## src/rtl/mfh_pkg.sv

```systemverilog
// Shared types, widths and constants for the magnetometer field and heading block.
// Used by the scaling lanes, the heading pipeline, the top level and the checker.
package mfh_pkg;

	localparam int RAW_W   = 16;
	localparam int FIELD_W = 19;
	localparam int HEAD_W  = 16;
	localparam int ANG_W   = 26;
	localparam int K_W     = 13;
	localparam int PROD_W  = 28;
	localparam int TAB_LEN = 24;

	typedef enum logic [1:0] {
		RANGE_30G = 2'd0,
		RANGE_12G = 2'd1,
		RANGE_8G  = 2'd2,
		RANGE_2G  = 2'd3
	} range_t;

	typedef enum logic [2:0] {
		HD_CORDIC   = 3'd0,
		HD_ZERO     = 3'd1,
		HD_PLUS_180 = 3'd2,
		HD_PLUS_90  = 3'd3,
		HD_MINUS_90 = 3'd4
	} head_kind_t;

	typedef struct packed {
		logic signed [FIELD_W-1:0] field_x;
		logic signed [FIELD_W-1:0] field_y;
		logic signed [FIELD_W-1:0] field_z;
		logic signed [HEAD_W-1:0]  heading;
	} result_t;

	localparam logic signed [ANG_W-1:0] ANGLE_180 = 26'sd11796480;
	localparam logic signed [HEAD_W-1:0] HEAD_MAX = 16'sd23040;
	localparam logic signed [HEAD_W-1:0] HEAD_90  = 16'sd11520;
	localparam logic signed [FIELD_W-1:0] FIELD_MAX = 19'sd192006;

	localparam logic signed [ANG_W-1:0] ATAN_TAB [TAB_LEN] = '{
		26'sd2949120, 26'sd1740967, 26'sd919879, 26'sd466945,
		26'sd234379,  26'sd117304,  26'sd58666,  26'sd29335,
		26'sd14668,   26'sd7334,    26'sd3667,   26'sd1833,
		26'sd917,     26'sd458,     26'sd229,    26'sd115,
		26'sd57,      26'sd29,      26'sd14,     26'sd7,
		26'sd4,       26'sd2,       26'sd1,      26'sd0
	};

	// Full scale in milligauss divided by five, so that the divisor becomes 2^15 - 1.
	function automatic logic [K_W-1:0] scale_k(input range_t sel);
		logic [K_W-1:0] k;
		unique case (sel)
			RANGE_30G: k = 13'd6000;
			RANGE_12G: k = 13'd2400;
			RANGE_8G:  k = 13'd1600;
			RANGE_2G:  k = 13'd400;
			default:   k = 13'd6000;
		endcase
		return k;
	endfunction

endpackage

```

## src/rtl/mfh_cordic.sv

```systemverilog
// Pipelined vectoring CORDIC giving atan2(-x, y) in degrees times 128.
// Depends on mfh_pkg for the arctangent table and the special-case codes.
module mfh_cordic #(
	parameter int STAGES = 16
) (
	input  logic                            clk,
	input  logic signed [mfh_pkg::RAW_W-1:0]  raw_x,
	input  logic signed [mfh_pkg::RAW_W-1:0]  raw_y,
	output logic signed [mfh_pkg::HEAD_W-1:0] heading
);
	import mfh_pkg::*;

	logic signed [ANG_W-1:0] px, py, nxr;
	logic signed [ANG_W-1:0] ix, iy, iz;
	head_kind_t              kind;
	logic signed [ANG_W-1:0] cx_s [STAGES+1];
	logic signed [ANG_W-1:0] cy_s [STAGES+1];
	logic signed [ANG_W-1:0] cz_s [STAGES+1];
	head_kind_t              kind_s [STAGES+1];
	logic signed [ANG_W-1:0] zf;
	logic [ANG_W-1:0]        zmag;
	logic [ANG_W:0]          zsum;
	logic [17:0]             zq;
	logic [HEAD_W-1:0]       qc;
	logic signed [HEAD_W-1:0] hval;
	logic signed [HEAD_W-1:0] head_s;

	always_comb begin
		px  = {{(ANG_W-RAW_W-8){raw_y[RAW_W-1]}}, raw_y, 8'd0};
		nxr = {{(ANG_W-RAW_W-8){raw_x[RAW_W-1]}}, raw_x, 8'd0};
		py  = -nxr;
		if (raw_x == '0) begin
			kind = raw_y[RAW_W-1] ? HD_PLUS_180 : HD_ZERO;
		end else if (raw_y == '0) begin
			kind = raw_x[RAW_W-1] ? HD_PLUS_90 : HD_MINUS_90;
		end else begin
			kind = HD_CORDIC;
		end
		if (px < 0) begin
			iz = (py > 0) ? ANGLE_180 : -ANGLE_180;
			ix = -px;
			iy = -py;
		end else begin
			iz = '0;
			ix = px;
			iy = py;
		end
	end

	always_ff @(posedge clk) begin
		cx_s[0]   <= ix;
		cy_s[0]   <= iy;
		cz_s[0]   <= iz;
		kind_s[0] <= kind;
	end

	for (genvar i = 0; i < STAGES; i++) begin : g_stage
		always_ff @(posedge clk) begin
			kind_s[i+1] <= kind_s[i];
			if (cy_s[i][ANG_W-1]) begin
				cx_s[i+1] <= cx_s[i] - (cy_s[i] >>> i);
				cy_s[i+1] <= cy_s[i] + (cx_s[i] >>> i);
				cz_s[i+1] <= cz_s[i] - ATAN_TAB[i];
			end else begin
				cx_s[i+1] <= cx_s[i] + (cy_s[i] >>> i);
				cy_s[i+1] <= cy_s[i] - (cx_s[i] >>> i);
				cz_s[i+1] <= cz_s[i] + ATAN_TAB[i];
			end
		end
	end

	always_comb begin
		zf   = cz_s[STAGES];
		zmag = zf[ANG_W-1] ? ANG_W'(-zf) : ANG_W'(zf);
		zsum = {1'b0, zmag} + 27'd256;
		zq   = zsum[26:9];
		qc   = (zq > 18'(HEAD_MAX)) ? HEAD_MAX : zq[HEAD_W-1:0];
		case (kind_s[STAGES])
			HD_ZERO:     hval = '0;
			HD_PLUS_180: hval = HEAD_MAX;
			HD_PLUS_90:  hval = HEAD_90;
			HD_MINUS_90: hval = -HEAD_90;
			default:     hval = zf[ANG_W-1] ? $signed(16'd0 - qc) : $signed(qc);
		endcase
	end

	always_ff @(posedge clk) begin
		head_s <= hval;
	end

	assign heading = head_s;

endmodule

```

## config.mk

```make
export PLATFORM = sky130hd
export DESIGN_NAME = mfh_cordic
export DESIGN_NICKNAME = d
export VERILOG_FILES = /design/src/rtl/mfh_pkg.sv /design/src/rtl/mfh_cordic.sv
export SDC_FILE = /design/constraint.sdc
export NUM_CORES = 2
export LEC_CHECK = 0
export BUFFER_PORTS_ARGS = -buffer_cell sky130_fd_sc_hd__buf_2
export CORE_MARGIN = 5
export CORE_UTILIZATION = 40
export CTS_CLUSTER_DIAMETER = 100
export DETAILED_ROUTE_END_ITERATION = 6
export GPL_ROUTABILITY_DRIVEN = 0
export PLACE_DENSITY = 0.54
export SETUP_SLACK_MARGIN = 0.05
export SKIP_LAST_GASP = 1
export SLEW_MARGIN = 40
export SYNTH_ARGS = -nofsm -noshare
export SYNTH_HDL_FRONTEND = slang
export SYNTH_SLANG_ARGS = --single-unit
```

## constraint.sdc

```tcl
create_clock -name clk -period 8.67 [get_ports clk]
set_input_delay 1.3005 -clock clk [delete_from_list [all_inputs] [get_ports clk]]
set_output_delay 1.3005 -clock clk [all_outputs]
set_load 0.005 [all_outputs]
```

# Yosys cells after proc, flatten, opt, wreduce, memory -nomap -nowiden
# Memories as Yosys holds them, arrays and structs flattened.
# Cells that the tools add are included.
op_classes:
  addsub: 101
  order_cmp: 3
  n_reduce_logical: 2
  eq_ne: 4
  mux: 108
  n_bitwise: 48
op_table:
  columns: ["cell", "count"]
  rows:
  - ["26-bit two-way mux", 53]
  - ["16-bit one-hot mux with 4 select lines", 1]
  - ["26-bit by 11-bit adder with 26-bit output", 2]
  - ["26-bit by 12-bit adder with 26-bit output", 2]
  - ["26-bit by 13-bit adder with 26-bit output", 2]
  - ["26-bit by 14-bit adder with 26-bit output", 2]
  - ["26-bit by 15-bit adder with 26-bit output", 2]
  - ["26-bit by 16-bit adder with 26-bit output", 2]
  - ["26-bit by 17-bit adder with 26-bit output", 2]
  - ["26-bit by 18-bit adder with 26-bit output", 2]
  - ["26-bit by 19-bit adder with 26-bit output", 2]
  - ["26-bit by 20-bit adder with 26-bit output", 2]
  - ["26-bit by 21-bit adder with 26-bit output", 2]
  - ["26-bit by 22-bit adder with 26-bit output", 2]
  - ["26-bit by 23-bit adder with 26-bit output", 2]
  - ["26-bit by 24-bit adder with 26-bit output", 2]
  - ["26-bit by 25-bit adder with 26-bit output", 2]
  - ["24-bit negation with 26-bit output", 2]
  - ["26-bit negation", 2]
  - ["26-bit by 11-bit subtractor with 26-bit output", 2]
  - ["26-bit by 12-bit subtractor with 26-bit output", 2]
  - ["26-bit by 13-bit subtractor with 26-bit output", 2]
  - ["26-bit by 14-bit subtractor with 26-bit output", 2]
  - ["26-bit by 15-bit subtractor with 26-bit output", 2]
  - ["58 further kinds", 168]
totals:
  input_bits: 33
  elab_cells: 271
  ram_bits: 1377
  register_bits: 16
  memories: 4
  out_inout_bits: 16
memory_table:
  columns: ["name", "words", "word_bits", "rd", "rd_clocked_by_memory_dff", "write_ports", "line_no", "rtl"]
  rows:
  - ["cx_s", 17, 26, 16, 0, 17, "mfh_cordic.sv:16", "logic signed [ANG_W-1:0] cx_s [STAGES+1];"]
  - ["cy_s", 17, 26, 16, 0, 17, "mfh_cordic.sv:17", "logic signed [ANG_W-1:0] cy_s [STAGES+1];"]
  - ["cz_s", 17, 26, 17, 0, 17, "mfh_cordic.sv:18", "logic signed [ANG_W-1:0] cz_s [STAGES+1];"]
  - ["kind_s", 17, 3, 17, 0, 17, "mfh_cordic.sv:19", "head_kind_t kind_s [STAGES+1];"]

# Longest topological paths before layout
# An unclocked memory read counts as a cell.
logic_depth:
  ltp_word: 9
  depth_mapped: 27
  mapped_depth_nobuf: 22

# Least setup slack after synthesis
# OpenSTA, ideal clock, no wires.
synth_timing:
  kind: "reg-to-reg"
  start: "memory cz_s[16][25]"
  end: "register head_s[12], in the netlist heading[12]"
  n_path_buf: 7
  arrival_time_ns: 5.993
  required_ns: 8.541
  path_slack_ns: 2.548
  stages_incl_launch_ff: 27
  period_less_slack_ns: 6.122
  setup_ns: 0.129
  path_cell_list: "dfxtp_1 -> clkbuf_1 -> buf_1 -> clkbuf_1 -> clkbuf_1 -> clkbuf_1 -> clkbuf_1 -> nand2_1 -> xnor2_1 -> ha_1 -> and2_1 -> and4_1 -> nor3_1 -> a211oi_4 -> nor2b_1 -> o21ai_1 -> nand2_1 -> o31ai_2 -> nand2_1 -> buf_2 -> nand2_1 -> ha_1 -> nand3_1 -> a2111oi_4 -> mux2i_1 -> a222oi_1 -> a21oi_1"
synth_lines:
  columns: ["item", "line_no", "rtl"]
  rows:
  - ["from (decl)", "mfh_cordic.sv:18", null]
  - ["to (signal assigned)", "mfh_cordic.sv:88", "head_s <= hval;"]
  - ["to (decl)", "mfh_cordic.sv:26", "logic signed [HEAD_W-1:0] head_s;"]

==> results by group <==
Logic synthesis
  – Async set or reset register ratio after synthesis: 0%
  – Distinct cells, synth: 92
  – Post-Syn Instances: 9,460
  – Mux cell area share after synthesis: 0.894%
  – Top cell type's share of synthesized area: 28.4%
  – Complex-gate fraction of the synthesized area: 19.3%
  – XOR/XNOR Fraction of Synth Area: 14.5%
  – Largest family of logic cells by synthesized area: compound AO/OA/AOI/OAI gates
  – Synth top area cells: dfxtp_1 (28%), ha_1 (16%), xnor2_1 (10%)
  – Sequential area share after synthesis: 28.4%
  – Synth Warn #: 0
  – Cell Area, Synth: 80,500 um2
  – Synth Flop Type: dfxtp_1
  – Most common cell in the netlist: dfxtp_1
  – Leading area contributor after synthesis: dfxtp_1
  – Synth Area per Inst: 8.51 um2
  – Post-Synth Simple-Gate Area: 16.8%
  – Post-synthesis register bit count: 1,143
  – Post-Synth Adder-Cell Area: 17.3%
  – Post-synth EDFFs: 0
  – Top post-synthesis cells by count: dfxtp_1 (1,143), ha_1 (1,056), nor2_1 (948)

Routing
  – Residual DRC count: 0
  – Drt first pass iters: 6
  – DRT Wirelength: 204,000 um
  – Initial detailed-routing violation count: 3,610
  – DR top layer: met4
  – Metal1 wirelength: 100,000 um
  – Via count: 66,200
  – DR WL/cell: 16.5 um
  – Vias/cell: 5.37
  – Post-DRT Antenna Nets: 0
  – Met2 WL: 91,400 um
  – Routed met3 length: 7620 um

Floorplanning
  – Area of the core: 200,000 um2
  – Die W: 459 um
  – Starting density of the core: 40.3%
  – # IOs: 49
  – Row cnt: 164
  – Die Ht: 459 um
  – DIE AREA: 210,000 um2

STA
  – Slew margin rel.: 36.6%
  – Final worst path period need: 6100 ps
  – Final Skew: 25.3 ps
  – Setup TNS: 0 ps
  – Final Max Tran Viols: 0
  – Highest clock rate: 164 MHz
  – Crit share post-route: 70.4%
  – RSZ-0062 raised after global routing: false
  – Worst slew pin tran: 948 ps
  – Final setup fails: 0
  – Final hold violation count: 0

Global route
  – Antenna violations before repair: 2
  – Total gr overflow: 0
  – All-Layer GR Usage: 18.8%
  – Vias in the first global route: 63,200
  – Largest net degree at the start of global routing: 60
  – First-pass GRT wire length: 330,000 um

Clock network
  – TritonCTS clock tree: done
  – Skew-Pair Late Insertion Delay: 790 ps
  – Setup bufs post-CTS: 0
  – Clock sink count: 1,143
  – CTS clk-pin slew, worst paths: 60 ps
  – Hold_buf cts: 0
  – CTS Buf Count: 140
  – Clock Path Buffers: 3
  – CTS Root Cell: clkbuf_16
  – H-tree depth: 4
  – Post-CTS sizing: 0

Run
  – Maxcap violations: 0

Critical path
  – Crit path DAT: 6750 ps
  – R2R Path End: heading[12]
  – Setup crit start kind: flop
  – Start of the worst register-to-register path: cz_s[16][5]
  – Crit end category: flop
  – Crit Path Category: flop to flop
  – CP required: 9320 ps
  – Crit Path Max Fanout: 11
  – FF-to-FF setup slack: 2570 ps
  – Worst Reg-to-Reg Cells: 21

Worst hold path
  – Type of the worst min-delay path: flop to flop
  – Hold path start: kind_s[5][0]
  – Hold Path Cell Cnt: 0
  – Hold worst-path end: kind_s[6][0]

Placed design
  – Post-DP HPWL: 164,000 um
  – Area after DPL: 83,800 um2
  – IO Port Bufs: 48

Outcome
  – Status: complete, no violations

Layout
  – Fin nets: 10,700
  – Layout cells sized above 1: 4.95%
  – Finished Cell Area: 88,700 um2
  – Layout Area Growth over Synthesis: 10.2%
  – Filler cell count: 19,600
## routing by layer
metal / GRT usage [%] / vias up
li1: - / 34000
met1: 26.1 / 30800
met2: 31.1 / 1136
met3: 2.35 / 266
met4: 4.71 / 0
met5: 0 / -
## state kept, by name, summed over array words and instances (netlist names)
| name | flops |
|---|---|
| cz_s | 373 |
| cy_s | 357 |
| cx_s | 346 |
| kind_s | 51 |
| heading | 16 |
## through the flow
stage / std cells / setup slack [ps] / utilization [%] / hold WS, ps
after floorplan: 9461 / 2550 / - / 310
after global placement: 12100 / 2500 / 41.9 / 310
after detailed placement: 12100 / 2650 / 41.9 / 312
after CTS: 12300 / 2630 / 44.4 / 323
after global routing: 12300 / 2120 / 44.4 / 326
final: 12300 / 2570 / 44.4 / 315
## worst max-delay path: stages, from the launching register on
cell and delay (ps):
dfxtp_1 320, or4_4 570, or3_1 370, nand2_1 100, xnor2_1 80, ha_1 260
and2_1 170, and4_1 210, or3_1 430, a311oi_1 320, xnor2_1 160, o2111ai_1 340
nor3_2 150, o31ai_2 380, nand2_1 330, nand2_1 170, ha_1 300, nand3_1 290
a2111oi_4 410, mux2i_1 140, a222oi_1 390, a21oi_1 80
## final cells by class
| cell class | count | area, um2 | area share (%) |
|---|---|---|---|
| multi-input combinational | 7731 | 55500 | 62.5 |
| clock inverter | 63 | 752 | 0.848 |
| antenna | 1 | 2.50 | 0.00282 |
| sequential | 1143 | 22900 | 25.8 |
| clock buffer | 191 | 4120 | 4.64 |
| tap | 2656 | 3320 | 3.75 |
| inverter | 455 | 1710 | 1.93 |
| timing repair buffer | 76 | 450 | 0.508 |
## logic make-up (layout without fill, tap and decap cells)
family | after synthesis | count (layout)
xor+xnor | 1330 | 1330
flops | 1143 | 1143
fa+ha+maj | 1092 | 1092
mux | 67 | 67
compound gates | 2414 | 2414
buf+inv | 587 | 785
simple gates | 2826 | 2826
other cells | 1 | 3
## worst max-delay path by stage
stage | cells past startpoint | startpoint | endpoint | slack [ps]
finish | 21 | cz_s[16][5] | heading[12] | 2570
global route | 21 | cz_s[16][5] | heading[12] | 2120
CTS | 21 | cz_s[16][5] | heading[12] | 2630
detailed placement | 21 | cz_s[16][5] | heading[12] | 2650
global placement | 21 | cz_s[16][5] | heading[12] | 2500
floorplan | 26 | cz_s[16][25] | heading[12] | 2550
## placed cells by master, fill, tap and decap left out, types with 362 or more instances in the layout
cell     instances
nand2_1        524
nor2_1         948
inv_1          451
xnor2_1        920
nor3_1         362
ha_1          1056
dfxtp_1       1129
xor2_1         410
o21ai_0        382
a21oi_1        843
Power is not shown: default switching activity piles up to over one toggle a cycle in this logic, so the estimate is an artifact.
