### src/rtl/mfh_pkg.sv
// Shared types, widths and constants for the magnetometer field and heading block.
// Used by the scaling lanes, the heading pipeline, the top level and the checker.
package mfh_pkg;

	localparam int RAW_W   = 16;
	localparam int FIELD_W = 19;
	localparam int HEAD_W  = 16;
	localparam int ANG_W   = 26;
	localparam int K_W     = 13;
	localparam int PROD_W  = 28;
	localparam int TAB_LEN = 24;

	typedef enum logic [1:0] {
		RANGE_30G = 2'd0,
		RANGE_12G = 2'd1,
		RANGE_8G  = 2'd2,
		RANGE_2G  = 2'd3
	} range_t;

	typedef enum logic [2:0] {
		HD_CORDIC   = 3'd0,
		HD_ZERO     = 3'd1,
		HD_PLUS_180 = 3'd2,
		HD_PLUS_90  = 3'd3,
		HD_MINUS_90 = 3'd4
	} head_kind_t;

	typedef struct packed {
		logic signed [FIELD_W-1:0] field_x;
		logic signed [FIELD_W-1:0] field_y;
		logic signed [FIELD_W-1:0] field_z;
		logic signed [HEAD_W-1:0]  heading;
	} result_t;

	localparam logic signed [ANG_W-1:0] ANGLE_180 = 26'sd11796480;
	localparam logic signed [HEAD_W-1:0] HEAD_MAX = 16'sd23040;
	localparam logic signed [HEAD_W-1:0] HEAD_90  = 16'sd11520;
	localparam logic signed [FIELD_W-1:0] FIELD_MAX = 19'sd192006;

	localparam logic signed [ANG_W-1:0] ATAN_TAB [TAB_LEN] = '{
		26'sd2949120, 26'sd1740967, 26'sd919879, 26'sd466945,
		26'sd234379,  26'sd117304,  26'sd58666,  26'sd29335,
		26'sd14668,   26'sd7334,    26'sd3667,   26'sd1833,
		26'sd917,     26'sd458,     26'sd229,    26'sd115,
		26'sd57,      26'sd29,      26'sd14,     26'sd7,
		26'sd4,       26'sd2,       26'sd1,      26'sd0
	};

	// Full scale in milligauss divided by five, so that the divisor becomes 2^15 - 1.
	function automatic logic [K_W-1:0] scale_k(input range_t sel);
		logic [K_W-1:0] k;
		unique case (sel)
			RANGE_30G: k = 13'd6000;
			RANGE_12G: k = 13'd2400;
			RANGE_8G:  k = 13'd1600;
			RANGE_2G:  k = 13'd400;
			default:   k = 13'd6000;
		endcase
		return k;
	endfunction

endpackage

### src/rtl/mfh_scale_lane.sv
// One axis lane: scales a raw count to microtesla times 64, rounded to nearest.
// Depends on mfh_pkg; a delay line aligns the result with the heading pipeline.
module mfh_scale_lane #(
	parameter int EXTRA = 15
) (
	input  logic                           clk,
	input  logic signed [mfh_pkg::RAW_W-1:0]   raw,
	input  mfh_pkg::range_t                range_sel,
	output logic signed [mfh_pkg::FIELD_W-1:0] field
);
	import mfh_pkg::*;

	logic [RAW_W:0]       mag;
	logic [PROD_W-1:0]    prod_full;
	logic [PROD_W-1:0]    prod_s1;
	logic                 sign_s1;
	logic [32:0]          m;
	logic [17:0]          q0_s2;
	logic [18:0]          r0_s2;
	logic                 sign_s2;
	logic [3:0]           q1;
	logic [15:0]          r1;
	logic                 corr;
	logic [17:0]          q;
	logic [FIELD_W-1:0]   fv;
	logic signed [FIELD_W-1:0] field_s3;
	logic signed [FIELD_W-1:0] dly_q [EXTRA];

	always_comb begin
		mag       = raw[RAW_W-1] ? (17'd0 - {raw[RAW_W-1], raw}) : {1'b0, raw};
		prod_full = {11'd0, mag} * {15'd0, scale_k(range_sel)};
		m         = {prod_s1, 5'd0} + 33'd16383;
		q1        = r0_s2[18:15];
		r1        = {1'b0, r0_s2[14:0]} + {12'd0, q1};
		corr      = (r1 >= 16'd32767);
		q         = q0_s2 + {14'd0, q1} + {17'd0, corr};
		fv        = {1'b0, q};
	end

	// The quotient by 2^15 - 1 folds the high part back into the low part twice.
	always_ff @(posedge clk) begin
		prod_s1  <= prod_full;
		sign_s1  <= raw[RAW_W-1];
		q0_s2    <= m[32:15];
		r0_s2    <= {4'd0, m[14:0]} + {1'b0, m[32:15]};
		sign_s2  <= sign_s1;
		field_s3 <= sign_s2 ? $signed(19'd0 - fv) : $signed(fv);
	end

	always_ff @(posedge clk) begin
		dly_q[0] <= field_s3;
		for (int k = 1; k < EXTRA; k++) begin
			dly_q[k] <= dly_q[k-1];
		end
	end

	assign field = dly_q[EXTRA-1];

endmodule

### config.mk
export PLATFORM = sky130hd
export DESIGN_NAME = mfh_scale_lane
export DESIGN_NICKNAME = d
export VERILOG_FILES = /design/src/rtl/mfh_pkg.sv /design/src/rtl/mfh_scale_lane.sv
export SDC_FILE = /design/constraint.sdc
export NUM_CORES = 1
export LEC_CHECK = 0
export ABC_AREA = 1
export BUFFER_PORTS_ARGS = -buffer_cell sky130_fd_sc_hd__buf_2
export CORE_MARGIN = 3
export CORE_UTILIZATION = 30
export CTS_BUF_LIST = sky130_fd_sc_hd__clkbuf_4 sky130_fd_sc_hd__clkbuf_8
export DETAILED_ROUTE_END_ITERATION = 16
export HOLD_SLACK_MARGIN = 0.12
export PLACE_DENSITY = 0.51
export SLEW_MARGIN = 20
export SYNTH_ARGS = -nofsm -noshare
export SYNTH_HDL_FRONTEND = slang
export SYNTH_SLANG_ARGS = --single-unit
### constraint.sdc
create_clock -name clk -period 7.7 [get_ports clk]
set_input_delay 0.77 -clock clk [delete_from_list [all_inputs] [get_ports clk]]
set_output_delay 0.77 -clock clk [all_outputs]
set_load 0.03 [all_outputs]
**Yosys cells after proc, flatten, opt, wreduce, memory -nomap -nowiden**

Memory sizes are Yosys's and may differ from the RTL's.
Cells that the tools add are included.

- Multipliers: 1
- Equality and inequality tests: 3
- Order comparisons: 1
- Shift-type cells: 0
- Bitwise gates (word level): 0
- Div/mod/pow operators: 0
- Reductions and logical operators: 1
- Add/subtract/negate cells: 7
- Mux-type cells: 3

Operators by type and width:

| kind | number |
|---|---|
| case mux 13 bit (4 select lines) | 1 |
| adder 33 x 14 -> 33 bit, second input constant | 1 |
| multiplier 17 x 13 -> 28 bit | 1 |
| adder 15 x 18 -> 19 bit | 1 |
| subtractor 1 x 18 -> 19 bit, first input constant | 1 |
| adder 18 x 1 -> 18 bit | 1 |
| adder 18 x 4 -> 18 bit | 1 |
| 2-to-1 mux 18 bit | 1 |
| 2-to-1 mux 17 bit | 1 |
| subtractor 1 x 16 -> 17 bit, first input constant | 1 |
| adder 15 x 4 -> 16 bit | 1 |
| greater-or-equal comparator 16 x 15 -> 1 bit, second input constant | 1 |
| == test 2 bit, second input constant | 2 |
| == test 2 x 1 -> 1 bit, second input constant | 1 |
| logical NOT 2 bit | 1 |

- Bits in latches: 0
- Input bits: 19
- ROM bits: 0
- Memory bits (writable): 285
- Memories: 1
- Register bits after elaboration: 86

Memory list:

| memory | depth | width | read ports | clocked after Yosys merged registers in | wr ports | RTL line | source |
|---|---|---|---|---|---|---|---|
| dly_q | 15 | 19 | 15 | 0 | 15 | mfh_scale_lane.sv:27 | `logic signed [FIELD_W-1:0] dly_q [EXTRA];` |

**Depth between registers and ports, before layout**

Gate-level depths: netlist (run 1).

- Depth in word-level cells: 5
- Mapped depth: 28

**Worst setup path before layout (run 1)**

Ideal clock, no wire load.

- Path type: input to register
- Start: input port raw[0] (netlist bit)
- End: register prod_s1[24]
- Path slack: 1.908 ns
- Library setup time: 0.125 ns
- Data arrival time: 5.667 ns
- Stages on the path: 22
- Path through: inv_1 ha_1 nand3_1 nor3_1 a21oi_1 xor2_1 inv_1 nor2_1 inv_1 fa_1 inv_1 fa_1 fa_1 fa_1 ha_1 ha_1 nand2_1 nor2_1 nand2_1 o21ai_0 a31oi_1 xor2_1

- Cells in the longest elaborated chain, start to end: 3

Ends and longest elaborated chain:

| what | RTL line | source |
|---|---|---|
| from (decl) | mfh_scale_lane.sv:7 | `input logic signed [mfh_pkg::RAW_W-1:0] raw,` |
| subtractor 1 x 16 -> 17 bit | mfh_scale_lane.sv:30 | `mag = raw[RAW_W-1] ? (17'd0 - {raw[RAW_W-1], raw}) : {1'b0, raw};` |
| 2-to-1 mux 17 bit (*) | mfh_scale_lane.sv:30 |  |
| multiplier 17 x 13 -> 28 bit (*) | mfh_scale_lane.sv:31 | `prod_full = {11'd0, mag} * {15'd0, scale_k(range_sel)};` |
| net prod_full[24] | mfh_scale_lane.sv:14 | `logic [PROD_W-1:0] prod_full;` |
| to (signal assigned) | mfh_scale_lane.sv:42 | `prod_s1 <= prod_full;` |
| to (decl) | mfh_scale_lane.sv:15 | `logic [PROD_W-1:0] prod_s1;` |

The timed path passes the listed nets; every way through them passes the cells marked *.
A chain may end at the register's enable or synchronous reset.

**Final worst setup path (run 1)**

Same ends and word-level chain as after synthesis.

==> metrics.txt, run 1 <==
DRT Pass-1 Iters 5; Final ANT Viol Nets 0; fmax 167 MHz; antenna violations before repair 0; critical path fanouts, max 6; chip width 229 um; largest family of logic cells by synthesized area adder cells; post-synth cell types 43; Post-CTS Resized 0; Synth Area in Simple Gates 0.155; GP Congestion 0.844; via count 9639; vias per cell 4.17; DRC viols 0; sequential fraction of the synthesis area 0.490; crit path capture type flip-flop; reg2reg path depth 20; WHS Path Cells 0; worst skew pair latency 620 ps; Tcrit/Tclk final 0.778; clock buffer count from CTS 56; post-CTS setup buffers 0; CTS tree yes; Register Area 7350 um2; actual slew at the worst max-slew pin 668 ps; Startpoint Class primary input; clk root buf clkbuf_8; Synth Instances 1534; Post-Synth Adder-Cell Area 0.210; I/O pins 38; Worst VDD drop 0.179 mV; Util after Layout 0.347; total grt overflow 0; Hold WC Path Type reg -> reg; Worst slew margin 0.553; gr usage total 0.103; DR iter-0 viols 387; FF+latch count, synth 367; first-pass GRT wire length 45.3 mm; top cells by area, synth dfxtp_1, fa_1, nand2_1; Critical Path RT 8190 ps; Synth Area in Compound Gates 0.0320; status finished clean; clk_skew 29.4 ps; share of flip-flops with an asynchronous set or reset 0; ant diodes 0; Final Max Tran Viols 0; final setup TNS 0 ps; Routed WL per cell 11.4 um; crit path kind in -> reg; post-layout min period 5990 ps; RSZ-0062 raised after global routing false; Worst Setup Slack, final 1710 ps; Routed WL 26.4 mm; total clock sinks 367; top cell type's share of synthesized area 0.490; Mean Syn Cell Area 9.77 um2; H-tree depth 2; Arrival @ worst endpoint 6480 ps; max-cap violation count 0; dominant cell type by area after synthesis dfxtp_1; final net count 1813; footprint of the multi-input gates 6540 um2; layout cells sized above 1 0.0989; CORE AREA 49200 um2; post-synthesis mux area share 0.000668; # port buffers 37; cell area after synthesis 15000 um2; Row Count 81; effective utilization at floorplan 0.305; endpoints failing setup 0; Synth Flop Type dfxtp_1; Static Leak 8.28 nW; Area Growth Syn to Fin 13.7%; Vert. Die Dim 229 um; largest net degree at the start of global routing 19; synth warn 0; Worst-path clk slew 60 ps; Final Hold Vio Count 0; Die Area 52700 um2; DPL Wire Length 20.7 mm; PD cells 455 nW/um2; pre-CTS setup slack 1110 ps; CTS Hold Bufs 0; xor/xnor share of the synthesized area 0.0367; Filler Cell Count 5069; number of flops mapped to enable cells by yosys 0; clk buf depth 3; vias in the first global route 9624
## path summary, 6_finish.rpt
kind,slack [ps],end,start
min,300,dly_q[0][118],dly_q[0][99]
max reg2reg,3620,field_s3[11],r0_s2[0]
min reg2reg,300,dly_q[0][118],dly_q[0][99]
max,1710,prod_s1[24],raw[0]
## metrics by stage
stage	instances	total power, W	hold slack, ps	cell area [um2]
after floorplan	1539	0.00551	310	15000
after global placement	2213	0.00619	310	15900
after detailed placement	2213	0.00624	312	15900
after CTS	2312	0.00791	304	17000
after global routing	2312	0.00850	316	17000
final	2312	0.00775	305	17000
## registers in the layout (all words and copies together), names as in the netlist
register and cells:
prod_s1 24, sign_s1 1, q0_s2 18, field_s3 19
r0_s2 19, dly_q 285, sign_s2 1
## layer usage
metal	part of all wire	wire length, um	track usage
met2	0.48	12600	0.171
met5	0	0	0
met1	0.45	11900	0.131
met4	0.024	638	0.0369
met3	0.044	1170	0.0264
## power breakdown
part	switching, W	internal, W
clock network	0.000703	0.000898
logic	0.00186	0.00110
registers	0.000296	0.00290
total	0.00286	0.00490
## cell families after synthesis
| family | Yosys count |
|---|---|
| multiplexers | 1 |
| AO/OA/AOI/OAI | 86 |
| adder cells (fa/ha/maj) | 187 |
| flip-flops | 367 |
| other | 2 |
| buffers and inverters | 279 |
| AND/OR/NAND/NOR | 551 |
| XOR/XNOR | 61 |
## worst max-delay path, stage by stage
cell and delay [ps]:
buf_2 130, inv_1 130, ha_1 200, nand3_1 140, nor3_1 380, a21oi_1 130
xor2_1 460, inv_1 150, nor2_1 200, inv_1 90, fa_1 540, inv_1 50
fa_1 460, fa_1 520, fa_1 490, ha_1 310, ha_1 350, nand2_1 90
nor2_1 140, nand2_1 70, o21ai_0 370, a31oi_1 160, xor2_1 170
## final cells by class
class                      instances  area share
inverter                         249      0.0548
timing repair buffer              40      0.0122
tap                              664      0.0488
clock buffer                      85      0.0628
clock inverter                    14     0.00668
multi-input combinational        893       0.384
sequential                       367       0.431
## synthesized netlist by cell type (11+ instances only)
library cell,n
fa_1,108
nand2_1,288
dfxtp_1,367
xor2_1,40
inv_1,246
a21oi_1,31
buf_4,19
clkbuf_1,11
nor2_1,140
xnor2_1,19
nand4_1,16
ha_1,79
o21ai_0,35
nand3_1,65
## placed cells by master (no fill, tap or decap), drive strengths merged
master,netlist,final
a211oi,1,1
a21boi,1,1
a21o,3,3
a21oi,31,31
a31oi,1,1
and2,3,3
buf,19,40
clkbuf,11,85
clkinv,2,12
clkinvlp,0,1
conb,2,7
dfxtp,367,367
fa,108,108
ha,79,79
inv,247,250
mux2i,1,1
nand2,292,292
nand3,68,68
nand3b,4,4
nand4,16,16
nor2,145,145
nor3,11,11
nor3b,1,1
nor4,6,6
o2111ai,2,2
o211ai,1,1
o21ai,39,39
o21bai,7,7
or2,4,4
or3,1,1
xnor2,20,20
xor2,41,41
No activity file was read; power rests on OpenSTA's default activity.
==> inputs of run 2 (changes only) <==
- ABC_AREA: 1 -> 0
- PLACE_DENSITY: 0.51 -> 0.53
- clock period: 7.7 -> 4.85 ns (I/O delays scaled with it)
==> run 2 against run 1 <==
  * The run now ends with negative setup slack left
  * Via count decreased by 7.4%
  * Hold slack got worse by 8.4 ps
  * Sequential share of layout area decreased by 3.7 points
==> metrics.txt, run 2 <==
clock buffer count from CTS 52 (was 56); WHS Path Cells 2 (was 0); Synth Instances 1279 (was 1534); vias in the first global route 9612 (was 9624); Startpoint Class primary input (unchanged); Biggest register dly_q (unchanged); Worst Hold Path EP sign_s1 (was dly_q[0][118]); Hold WS 297 ps (was 305 ps); most frequent cells in the layout dfxtp_1, buf_4, inv_1, fa_1, clkbuf_8 (was dfxtp_1, nand2_1, inv_1, nor2_1, fa_1); sequential fraction of the synthesis area 0.499 (was 0.490); DPL Wire Length 19.5 mm (was 20.7 mm); Arrival @ worst endpoint 5690 ps (was 6480 ps); critical path fanouts, max 4 (was 6); CP bufs+invs 4 (was 5); crit path kind in -> reg (unchanged); Register Area 7350 um2 (unchanged); most instantiated cells after synthesis dfxtp_1, inv_1, fa_1 (was dfxtp_1, nand2_1, inv_1); layout cells sized above 1 0.274 (was 0.0989); first-pass GRT wire length 44.0 mm (was 45.3 mm); cell chain of the critical path buf_6 -> or4_4 -> o41ai_4 -> xor2_4 -> buf_12 -> nor2b_4 -> nor2_1 -> fa_1 -> inv_1 -> fa_1 -> fa_2 -> fa_2 -> ha_4 -> ha_4 -> nor2_1 -> nor2_4 -> a21oi_4 -> o31ai_4 -> buf_4 -> o21bai_1 -> o311ai_1 (was buf_2 -> inv_1 -> ha_1 -> nand3_1 -> nor3_1 -> a21oi_1 -> xor2_1 -> inv_1 -> nor2_1 -> inv_1 -> fa_1 -> inv_1 -> fa_1 -> fa_1 -> fa_1 -> ha_1 -> ha_1 -> nand2_1 -> nor2_1 -> nand2_1 -> o21ai_0 -> a31oi_1 -> xor2_1); Worst path top cell family by delay adder cells (unchanged); clk root buf clkbuf_8 (unchanged); CORE AREA 48100 um2 (was 49200 um2); Area Growth Syn to Fin 26.6% (was 13.7%); DRT Pass-1 Iters 4 (was 5); Die Area 51800 um2 (was 52700 um2); share of flip-flops with an asynchronous set or reset 0 (unchanged); H-tree depth 2 (unchanged); Worst Setup Slack, final -373 ps (was 1710 ps); Critical Path RT 5310 ps (was 8190 ps); vias per cell 4.11 (was 4.17); dominant cell type by area after synthesis dfxtp_1 (unchanged); chip width 228 um (was 229 um); number of flops mapped to enable cells by yosys 0 (unchanged); largest net degree at the start of global routing 20 (was 19); Final Hold Vio Count 0 (unchanged); final net count 1686 (was 1813); Row Count 80 (was 81); total clock sinks 367 (unchanged); Vert. Die Dim 228 um (was 229 um); worst skew pair latency 570 ps (was 620 ps); reg2reg path depth 16 (was 20); CTS Hold Bufs 0 (unchanged); DRC viols 0 (unchanged); worst flop-to-flop path startpoint r0_s2[1] (was r0_s2[0]); antenna violations before repair 0 (unchanged); Tcrit/Tclk final 1.08; CP max stage delay 590 ps (was 540 ps); max-cap violation count 0 (unchanged); post-synth cell types 67 (was 43); FF+latch count, synth 367 (unchanged); GP Congestion 0.868 (was 0.844); Final ANT Viol Nets 0 (unchanged); most frequent cell after synthesis dfxtp_1 (unchanged); Final Max Tran Viols 0 (unchanged); DR iter-0 viols 246 (was 387); Critical Path Slowest Stage Cell or4_4 (was fa_1); clk buf depth 3 (unchanged); effective utilization at floorplan 0.306 (was 0.305); Worst slew margin 0.512 (was 0.553); commonest non-fill, non-tap cell in the layout dfxtp_1 (unchanged); endpoints failing setup 13 (was 0); Filler Cell Count 4705 (was 5069); Synth Flop Type dfxtp_1 (unchanged); gr usage total 0.102 (was 0.103); fmax 191 MHz; post-layout min period 5220 ps; status finished with violations (was finished clean); Worst R2R End field_s3[16] (was field_s3[11]); max FFs per register 285 (unchanged); actual slew at the worst max-slew pin 721 ps (was 668 ps); top cells by area, synth dfxtp_1, fa_1, ha_1 (was dfxtp_1, fa_1, nand2_1); Routed WL per cell 11.6 um (was 11.4 um); via count 8926 (was 9639); hold path startpoint raw[15] (was dly_q[0][99]); synth warn 0 (unchanged); Worst-path clk slew 60 ps (about the same); total grt overflow 0 (unchanged); Top Registers dly_q (285), prod_s1 (24) (unchanged); Routed WL 25.1 mm (was 26.4 mm); Util after Layout 0.387 (was 0.347); Mean Syn Cell Area 11.5 um2 (was 9.77 um2); Hold WC Path Type in -> reg (was reg -> reg); RSZ-0062 raised after global routing true (was false); crit path capture type flip-flop (unchanged); I/O pins 38 (unchanged); footprint of the multi-input gates 7520 um2 (was 6540 um2); # port buffers 37 (unchanged); failing checks negative setup slack; top cell type's share of synthesized area 0.499 (was 0.490); clk_skew 27.2 ps (was 29.4 ps); register-to-register path setup slack 410 ps (was 3620 ps); cell area after synthesis 14700 um2 (was 15000 um2); CTS tree yes (unchanged)
-- run 2: logic make-up after synthesis --
group                      count (synthesis)  synth area share
muxes                                      3           0.00212
other                                      2          0.000510
adders and majority gates                187             0.214
buffers and inverters                    173            0.0490
AOI/OAI and AO/OA                        129            0.0623
xor gates and xnor gates                 101            0.0611
and+or+nand+nor                          317             0.113
DFF                                      367             0.499
-- run 2: how the worst max path moves through the flow --
stage	start	end	slack, ps	cells past startpoint
finish	raw[2]	prod_s1[24]	-370	21
global placement	raw[7]	prod_s1[26]	-1200	22
global route	raw[2]	prod_s1[22]	-550	22
CTS	raw[2]	prod_s1[24]	-380	21
floorplan	raw[7]	prod_s1[26]	-760	21
detailed placement	raw[0]	prod_s1[26]	-1330	20
-- run 2: cell type report --
class / count / area share
clock buffer: 77 / 0.0535
timing repair buffer: 178 / 0.0697
inverter: 137 / 0.0277
multi-input combinational: 744 / 0.403
sequential: 367 / 0.394
antenna: 1 / 0.000134
clock inverter: 14 / 0.00798
tap: 656 / 0.0440
-- run 2: through the flow --
step                      instance area, um2  setup WS [ps]  instances  TNS, ps
after floorplan                        15100           -756       1284    -7090
after global placement                 16900          -1200       2069   -14670
after detailed placement               16900          -1330       2069   -15470
after CTS                              18500           -381       2168    -3170
after global routing                   18600           -548       2173    -5480
final                                  18700           -373       2174    -3350
-- run 2: routing by layer --
| layer | wire (um) | vias up | share of wire | GRT usage |
|---|---|---|---|---|
| met1 | 10700 | 4215 | 0.43 | 0.115 |
| met5 | 0 | - | 0 | 0 |
| li1 | - | 4516 | - | - |
| met4 | 767 | 0 | 0.031 | 0.0407 |
| met3 | 805 | 57 | 0.032 | 0.0172 |
| met2 | 12800 | 138 | 0.51 | 0.190 |
-- run 2: timing repair --
item,CTS,global route
pin swaps,49,26
endpoints found under the setup margin,13,18
gates cloned,0,0
gates resized for setup,72,31
setup buffers,9,5
endpoints found under the hold margin,0,0
-- run 2: worst reg2reg max path, delay by kind of cell (launching register included) --
kind                     cells  cell delay (ps)
AO/OA/AOI/OAI                9             2330
flip-flops                   1              330
AND/OR/NAND/NOR              3              410
adder cells (fa/ha/maj)      3             1120
XOR/XNOR                     1              190
Power of run 2 is left out: the tool's default activity adds up to more than one toggle a clock period on the data nets, which glitch-free logic cannot reach.
==> inputs of run 3 (changes only) <==
- CAP_MARGIN: not set -> 25
- CELL_PAD_IN_SITES_DETAIL_PLACEMENT: not set -> 1
- CELL_PAD_IN_SITES_GLOBAL_PLACEMENT: not set -> 2
- GPL_TIMING_DRIVEN: not set -> 0
- PLACE_DENSITY: 0.53 -> 0.68
==> run 3 against run 2 <==
  * The run still ends with negative setup slack left
  * Non-clock buffer count shrank 64
  * Count of clock-buffer cells in the layout down 1
  * Sequential share of layout area rose by 0.87 points
  * Critical path depth shrank 1
  * Sequential cell count unchanged
  * Hold slack got worse by 97 ps
  * Critical path type unchanged
  * Critical endpoint is now prod_s1[26]
==> metrics.txt, run 3 (synthesis results as in run 2) <==
crit path kind in -> reg (unchanged); clk buf depth 3 (unchanged); post-layout min period 5430 ps (was 5220 ps); Worst path top cell family by delay adder cells (unchanged); CP Launch Point raw[3] (was raw[2]); effective utilization at floorplan 0.306 (unchanged); critical path fanouts, max 5 (was 4); crit path capture type flip-flop (unchanged); Routed WL 28.4 mm (was 25.1 mm); Final Hold Vio Count 0 (unchanged); DRT Pass-1 Iters 4 (unchanged); endpoints failing setup 13 (unchanged); gr usage total 0.113 (was 0.102); placed cell area 16100 um2 (was 16900 um2); Row Count 80 (unchanged); CP bufs+invs 4 (unchanged); actual slew at the worst max-slew pin 748 ps (was 721 ps); clock buffer count from CTS 52 (unchanged); worst skew pair latency 580 ps (was 570 ps); Worst slew margin 0.494 (was 0.512); vias per cell 4.25 (was 4.11); Startpoint Class primary input (unchanged); layout cells sized above 1 0.237 (was 0.274); max-cap violation count 0 (unchanged); failing checks negative setup slack (unchanged); Filler Cell Count 5214 (was 4705); antenna violations before repair 1 (was 0); hold path startpoint raw[15] (unchanged); H-tree depth 2 (unchanged); largest net degree at the start of global routing 16 (was 20); Critical Path Slowest Stage Cell or4_4 (unchanged); most frequent cells in the layout dfxtp_1, inv_1, fa_1, nand2_1, clkbuf_8 (was dfxtp_1, buf_4, inv_1, fa_1, clkbuf_8); Routed WL per cell 13.5 um (was 11.6 um); GP Congestion 0.795 (was 0.868); CTS Hold Bufs 0 (unchanged); I/O pins 38 (unchanged); Critical Path RT 5300 ps (was 5310 ps); CTS tree yes (unchanged); first-pass GRT wire length 47.3 mm (was 44.0 mm); Register Area 7350 um2 (unchanged); post-route cell area 18200 um2 (was 18700 um2); clk_skew 23.3 ps (was 27.2 ps); CP max stage delay 590 ps (about the same); DPL Wire Length 21.6 mm (was 19.5 mm); RSZ-0062 raised after global routing true (unchanged); Final Max Tran Viols 0 (unchanged); total grt overflow 0 (unchanged); Hold WC Path Type in -> reg (unchanged); DRC viols 0 (unchanged); Vert. Die Dim 228 um (unchanged); commonest non-fill, non-tap cell in the layout dfxtp_1 (unchanged); # port buffers 37 (unchanged); Arrival @ worst endpoint 5880 ps (was 5690 ps); footprint of the multi-input gates 7620 um2 (was 7520 um2); status finished with violations (unchanged); CORE AREA 48100 um2 (unchanged); via count 8963 (was 8926); most frequent cell on the critical path fa_1; total clock sinks 367 (unchanged); Worst Setup Slack, final -579 ps (was -373 ps); chip width 228 um (unchanged); Biggest register dly_q (unchanged); Die Area 51800 um2 (unchanged); ant diodes 0 (was 1); Final ANT Viol Nets 0 (unchanged); Top Registers dly_q (285), prod_s1 (24) (unchanged); cell chain of the critical path buf_6 -> or4_4 -> o41ai_4 -> xor2_4 -> buf_6 -> or2_4 -> fa_1 -> inv_2 -> fa_1 -> fa_1 -> fa_1 -> ha_1 -> ha_2 -> or3_4 -> a21oi_4 -> o31ai_4 -> buf_6 -> a2111oi_4 -> o41ai_2 -> xor2_1 (was buf_6 -> or4_4 -> o41ai_4 -> xor2_4 -> buf_12 -> nor2b_4 -> nor2_1 -> fa_1 -> inv_1 -> fa_1 -> fa_2 -> fa_2 -> ha_4 -> ha_4 -> nor2_1 -> nor2_4 -> a21oi_4 -> o31ai_4 -> buf_4 -> o21bai_1 -> o311ai_1); Area Growth Syn to Fin 23.8% (was 26.6%); Worst-path clk slew 60 ps (about the same); DR iter-0 viols 204 (was 246); fmax 184 MHz (was 191 MHz); worst flop-to-flop path startpoint r0_s2[16] (was r0_s2[1]); clk root buf clkbuf_8 (unchanged); Tcrit/Tclk final 1.12 (was 1.08); max FFs per register 285 (unchanged); vias in the first global route 9693 (was 9612); final net count 1622 (was 1686)
run 3: changes by cell type in the layout (fill, tap and decap cells not counted), moves of 3 or more:
cell,delta
a21oi_4,+3
clkbuf_8,-9
xnor2_2,-3
buf_4,-85
xnor2_4,+5
clkbuf_1,+10
clkbuf_4,+10
buf_6,+6
run 3: cell type report:
type,count,area share
multi-input cells,744,0.418
inverters,137,0.0282
repair buffers,79,0.0330
flip-flops and latches,367,0.403
clock buffers,76,0.0512
well taps,656,0.0450
plain buffers,35,0.0128
clock inverters,14,0.00946
run 3: stage by stage:
step                cells  hold WS [ps]   util  setup TNS [ps]  worst slack [ps]
finish               2108           199  0.379           -5920              -579
global route         2108           164  0.379           -7440              -702
CTS                  2090           142  0.372           -4480              -502
detailed placement   1977           313  0.335          -23180             -1870
global placement     1977           310  0.335          -21830             -1790
floorplan            1284           310      -           -7090              -756
run 3: what timing repair did:
item,in CTS,in global routing
gates resized for setup,95,49
gates cloned,0,0
setup buffers,24,18
endpoints found under the setup margin,16,20
pin swaps,37,49
run 3: worst register-to-register path, stage by stage, from the launching register on:
cell      delay [ps]
dfxtp_1          420
ha_1             270
a21o_1           160
a21o_1           200
nand2_1           70
a21oi_1           60
o32ai_1          280
nand2_1          110
fa_1             410
fa_1             410
nand2b_1         240
a21oi_1          580
nor4b_1          110
mux2_2           310
o221ai_1         400
o21ai_0          190
xor2_1           180
run 3: metal layers:
metal / global-route usage / wire length, um / vias to the layer above
met1: 0.126 / 12000 / 4399
met5: 0 / 0 / -
met2: 0.216 / 14900 / 123
li1: - / - / 4394
met3: 0.0184 / 833 / 47
met4: 0.0389 / 725 / 0
run 3: final timing paths:
path                        to  slack, ps  cells past startpoint
hold / removal         sign_s1        200                      1
setup reg to reg  field_s3[11]        330                     16
hold reg to reg    dly_q[1][8]        300                      0
setup / recovery   prod_s1[26]       -580                     20
Power of run 3 is left out for the same reason.
